### src/rtl/core/rpn_stack_calculator_defines.svh
// Assertion macros for the RPN stack calculator.
`ifndef RPN_STACK_CALCULATOR_DEFINES_SVH
`define RPN_STACK_CALCULATOR_DEFINES_SVH
`ifndef SYNTHESIS
`define RPN_ASSERT_IMPL(label, clk, rst_n, ante, cons) \
  label: assert property (@(posedge clk) disable iff (!rst_n) (ante) |-> (cons)) \
    else $error("assertion failed");
`define RPN_ASSERT_NEXT(label, clk, rst_n, ante, cons) \
  label: assert property (@(posedge clk) disable iff (!rst_n) (ante) |=> (cons)) \
    else $error("assertion failed");
`else
`define RPN_ASSERT_IMPL(label, clk, rst_n, ante, cons)
`define RPN_ASSERT_NEXT(label, clk, rst_n, ante, cons)
`endif
`endif

### src/rtl/core/rpn_pkg.sv
// Package with operation and status codes for the RPN stack calculator.
package rpn_pkg;
  localparam int unsigned OP_W = 3;
  localparam int unsigned ST_W = 3;
  localparam logic [OP_W-1:0] OP_PUSH = 3'd0;
  localparam logic [OP_W-1:0] OP_ADD = 3'd1;
  localparam logic [OP_W-1:0] OP_SUB = 3'd2;
  localparam logic [OP_W-1:0] OP_MUL = 3'd3;
  localparam logic [OP_W-1:0] OP_DIV = 3'd4;
  localparam logic [ST_W-1:0] ST_OK = 3'd0;
  localparam logic [ST_W-1:0] ST_FEW = 3'd1;
  localparam logic [ST_W-1:0] ST_FULL = 3'd2;
  localparam logic [ST_W-1:0] ST_DIV0 = 3'd3;
  localparam logic [ST_W-1:0] ST_SAT = 3'd4;
  localparam logic [63:0] MAX_POS = 64'h7FFF_FFFF_FFFF_FFFF;
  localparam logic [63:0] MIN_NEG = 64'h8000_0000_0000_0000;

  typedef struct packed {
    logic       start;
    logic       is_div;
    logic [63:0] a;
    logic [63:0] b;
  } rpn_alu_req_t;

  typedef struct packed {
    logic        done;
    logic [63:0] res;
    logic [ST_W-1:0] st;
  } rpn_alu_rsp_t;

  function automatic logic [63:0] rpn_sat(input logic [127:0] mag, input logic neg,
                                          output logic sat);
    sat = 1'b0;
    if (neg) begin
      if (mag > {64'd0, MIN_NEG}) begin
        sat = 1'b1;
        return MIN_NEG;
      end
      return 64'd0 - mag[63:0];
    end
    if (mag > {64'd0, MAX_POS}) begin
      sat = 1'b1;
      return MAX_POS;
    end
    return mag[63:0];
  endfunction
endpackage

### src/rtl/core/rpn_muldiv.sv
// Iterative multiply (four 32x32 partial products) and restoring divider.
module rpn_muldiv
  import rpn_pkg::*;
#(
  parameter int unsigned FRACTION_BITS = 32
) (
  input  logic         clk,
  input  logic         rst_n,
  input  rpn_alu_req_t req,
  output rpn_alu_rsp_t rsp
);
  typedef enum logic [2:0] {S_IDLE, S_MUL, S_DIV, S_FIN} state_t;
  state_t state_r;
  logic [7:0] cnt_r;
  logic [63:0] ma_r, mb_r;
  logic neg_r, div_r;
  logic [127:0] acc_r;
  logic [127:0] num_r;
  logic [64:0] rem_r;
  logic [63:0] prod_r;
  logic [63:0] res_r;
  logic [ST_W-1:0] st_r;
  logic done_r;
  logic [64:0] rsh;
  logic [127:0] fin_mag;
  logic sat;
  logic [63:0] sres;
  logic [1:0] pcnt;
  logic [6:0] pshift;

  always_comb begin
    rsh = {rem_r[63:0], num_r[127]};
    fin_mag = div_r ? acc_r : (acc_r >> FRACTION_BITS);
    sres = rpn_sat(fin_mag, neg_r, sat);
    pcnt = cnt_r[1:0] - 2'd1;
    pshift = {pcnt[1] & pcnt[0], pcnt[1] ^ pcnt[0], 5'd0};
  end

  always_ff @(posedge clk) begin
    if (!rst_n) begin
      done_r <= 1'b0;
    end else begin
      done_r <= ((state_r == S_IDLE) && req.start && req.is_div && (req.b == 64'd0)) ||
                (state_r == S_FIN);
    end
  end

  always_ff @(posedge clk) begin
    if (!rst_n) begin
      state_r <= S_IDLE;
    end else begin
      case (state_r)
        S_IDLE: begin
          if (req.start) begin
            ma_r <= req.a[63] ? 64'd0 - req.a : req.a;
            mb_r <= req.b[63] ? 64'd0 - req.b : req.b;
            neg_r <= req.a[63] ^ req.b[63];
            div_r <= req.is_div;
            acc_r <= '0;
            rem_r <= '0;
            cnt_r <= '0;
            num_r <= '0;
            if (req.is_div && req.b == 64'd0) begin
              res_r <= (req.a == 64'd0) ? 64'd0 : (req.a[63] ? MIN_NEG : MAX_POS);
              st_r <= ST_DIV0;
              state_r <= S_IDLE;
            end else begin
              state_r <= req.is_div ? S_DIV : S_MUL;
            end
          end
        end
        S_MUL: begin
          prod_r <= {32'd0, (cnt_r[0] ? ma_r[63:32] : ma_r[31:0])} *
                    {32'd0, (cnt_r[1] ? mb_r[63:32] : mb_r[31:0])};
          if (cnt_r != 8'd0) begin
            acc_r <= acc_r + ({64'd0, prod_r} << pshift);
          end
          cnt_r <= cnt_r + 8'd1;
          if (cnt_r == 8'd4) state_r <= S_FIN;
        end
        S_DIV: begin
          if (cnt_r == 8'd0) begin
            num_r <= {64'd0, ma_r} << FRACTION_BITS;
            cnt_r <= 8'd1;
          end else begin
            num_r <= num_r << 1;
            if (rsh >= {1'b0, mb_r}) begin
              rem_r <= rsh - {1'b0, mb_r};
              acc_r <= {acc_r[126:0], 1'b1};
            end else begin
              rem_r <= rsh;
              acc_r <= {acc_r[126:0], 1'b0};
            end
            cnt_r <= cnt_r + 8'd1;
            if (cnt_r == 8'd128) state_r <= S_FIN;
          end
        end
        S_FIN: begin
          res_r <= sres;
          st_r <= sat ? ST_SAT : ST_OK;
          state_r <= S_IDLE;
        end
        default: state_r <= S_IDLE;
      endcase
    end
  end

  assign rsp.done = done_r;
  assign rsp.res = res_r;
  assign rsp.st = st_r;
endmodule

### config.mk
export PLATFORM = sky130hd
export DESIGN_NAME = rpn_muldiv
export DESIGN_NICKNAME = d
export VERILOG_FILES = /design/src/rtl/core/rpn_stack_calculator_defines.svh /design/src/rtl/core/rpn_pkg.sv /design/src/rtl/core/rpn_muldiv.sv
export SDC_FILE = /design/constraint.sdc
export NUM_CORES = 2
export LEC_CHECK = 0
export ABC_AREA = 1
export BUFFER_PORTS_ARGS = -buffer_cell sky130_fd_sc_hd__buf_2
export CAP_MARGIN = 20
export CORE_ASPECT_RATIO = 2
export CORE_MARGIN = 4
export CORE_UTILIZATION = 40
export CTS_CLUSTER_SIZE = 30
export DETAILED_ROUTE_END_ITERATION = 8
export HOLD_SLACK_MARGIN = 0.05
export PLACE_DENSITY_LB_ADDON = 0.1
export SYNTH_ARGS = -nofsm -noshare
export SYNTH_HDL_FRONTEND = slang
export SYNTH_SLANG_ARGS = --single-unit
### constraint.sdc
create_clock -name clk -period 12 [get_ports clk]
set_input_delay 2.4 -clock clk [delete_from_list [all_inputs] [get_ports clk]]
set_output_delay 2.4 -clock clk [all_outputs]
set_load 0.02 [all_outputs]
==> impl_metrics.yaml <==
worst_setup_path:
  crit_path_end_kind: "flop"
  critPathMaxFanout: 47
  crit_slowest_cell: "o21ai_4"
  worstPathRequired_ns: 12.57
  crit_path_max_incr_delay_ns: 0.93
  r2r_start: "cnt_r[1]$_DFFE_PP_"
  cp-start-kind: "flop"
  worstSetupPathType: "reg -> reg"
  cp-startpoint: "cnt_r[1]$_DFFE_PP_"
  cp_common_cell: "fa_1"
  r2r_slack_ns: 0.05
  worstPathArrival_ns: 12.51
sta:
  finClkSkew_ns: 0.06637
  rsz0062_at_grt: "no"
  fmax_mhz: 83.69
  maxSlewViolCount: 0
  tightest_slew_ns: 1.276
  period_minus_slack_ns: 11.95
  post-route-period-util_pct: 99.57
  slew_headroom_pct: 14.92
  tns_ns: 0
  setup_viol: 0
  finalHoldViolations: 0
die:
  die_h_um: 652.4
  start_util_pct: 40.17
  die-area_mm2: 0.2154
  coreArea_mm2: 0.2067
  die_x_um: 330.2
  ios: 200
  rows: 236
clock_network:
  cts_setup_buffers: 0
  numCtsBuffers: 60
  clk-insertion-delay-late_ns: 0.82
  cts_sinks: 559
  cts_resized: 0
  cts_tree: "yes"
  ctsHoldBuffers: 0
  cts.htree.levels: 2
  clock_path_buffers: 3
  cts.clk_slew.worst_paths_ns: 0.08
  clk_root_buffer_cell: "clkbuf_16"
logic_synthesis:
  synth_edf_count: 556
  yosysTopAreaCellShare_pct: 21.65
  syn_nets: 13500
  yosysTopAreaCell: "fa_1"
  synth_ff_type: "edfxtp_1"
  synth_seq_area_share_pct: 20.18
  synthArstFlopShare_pct: 0
  synthTopCellsByArea: "fa_1 22%, edfxtp_1 20%, nand2_1 15%"
  ys_warn_count: 0
  synth_area_mm2: 0.08304
  synth_seq_cells: 559
  syn_area_per_cell_um2: 6.915
  synth_cells: 12010
  synthDistinctLibCells: 51
place:
  routabilityCongestion: 1.099
  port_buffers: 199
  dpl.hpwl_um: 381700
detailed_routing:
  dr.pass1.iters: 9
  post_drt_wl_per_cell_um: 31.17
  drc_errors: 0
  vias_per_cell: 5.541
  vias: 82860
  dr.first_iter.drc_count: 7455
  drt-total-wl_um: 466000
  drtAntennaViolNets: 0
final_layout:
  final_nets: 13600
  area_delta_synth_final_pct: 8.723
  multi_input_area_mm2: 0.05578
  drive_above_1_share_pct: 5.263
  seqCellArea_mm2: 0.01676
  fillers: 21940
flow_run:
  cap_violations: 0
global_routing:
  overflow: 0
  grt_pass1_wl_um: 649300
  grt_max_degree: 82
  grt.total_usage_pct: 43.73
  grt_pass1_vias: 85120
  antenna_found_initial: 76
worst_hold_path:
  hold_path.class: "reg -> reg"
  worstHoldStart: "num_r[32]$_SDFFCE_PN0P_"
status:
  outcome: "complete, no violations"
## stage by stage
step,area (um^2),utilization [%],hold WS [ns],worst slack (ns),instances
6_report,90280,43.68,0.5159,0.05145,14950
5_1_grt,90170,43.62,0.5379,0.02283,14910
4_1_cts,89720,43.41,0.5136,1.277,14870
3_5_place_dp,87570,42.36,0.4996,1.311,14760
3_3_place_gp,87550,42.36,0.4888,1.380,14760
2_1_floorplan,83040,-,0.4874,3.288,12010
## sequential cells by signal, summed over array words and instances, names as in the netlist, 8 cells and up
register and count:
ma_r 64, cnt_r 8, res_r 64, num_r 96
rem_r 64, mb_r 64, prod_r 64, acc_r 128
## final timing paths
kind | cells past startpoint | end
setup / recovery | 28 | prod_r[36]$_DFFE_PP_
hold / removal | 2 | num_r[33]$_SDFFCE_PN0P_
setup reg to reg | 28 | prod_r[36]$_DFFE_PP_
hold reg to reg | 2 | num_r[33]$_SDFFCE_PN0P_
## cell families after synthesis
logic type	after synthesis	synth area share (%)
compound gates	1077	6.886
xor+xnor	256	2.700
fa+ha+maj	1363	28.66
buf+inv	2853	13.09
flops	559	20.18
mux	31	0.3737
simple gates	5869	28.11
## layer usage
metal,part of all wire [%],vias to the layer above,global-route usage [%]
met5,0.061,-,0
met4,15,42,50.53
met3,7.6,2283,13.32
met2,49,4430,74.77
met1,28,39370,37.26
li1,-,36730,-
## critical path: cells and delay by family, from the launching register on
family          cells  cell delay [ns]
buf+inv             9             1.37
simple gates        7             3.38
fa+ha+maj           9             4.46
flops               1             0.74
compound gates      3             1.65
## layout make-up
| class | count | area share [%] |
|---|---|---|
| Clock buffer | 65 | 1.684 |
| Inverter | 2515 | 10.46 |
| Tap cell | 2737 | 3.793 |
| Multi-Input combinational cell | 8596 | 61.78 |
| Timing Repair Buffer | 377 | 2.862 |
| Clock inverter | 48 | 0.7068 |
| Antenna cell | 55 | 0.1524 |
| Sequential cell | 559 | 18.56 |
## placed cells by master (no fill, tap or decap), types with 27 or more instances in the layout
cell,count
inv_1,2484
a21oi_1,489
xnor2_1,73
mux2i_1,31
nand2_1,3378
ha_1,460
o21ai_1,47
nand4_1,90
or2_2,27
o21bai_1,27
clkbuf_16,60
o21ai_0,363
buf_4,153
fa_1,898
nor2_1,1696
xor2_1,183
o21ai_2,71
nor3_1,107
buf_2,199
edfxtp_1,556
nor4_1,46
diode_2,55
nand3_1,460
## synth_stat cells, drive strengths merged, types with 50 or more instances
cell	instances
nand2	3385
inv	2493
nor2	1723
fa	898
edfxtp	556
a21oi	490
o21ai	485
ha	465
nand3	460
clkbuf	288
xor2	183
nor3	108
nand4	90
xnor2	73
buf	50
Power is left out: the tool's default activity adds up to more than one toggle a clock period on the data nets, which glitch-free logic cannot reach.
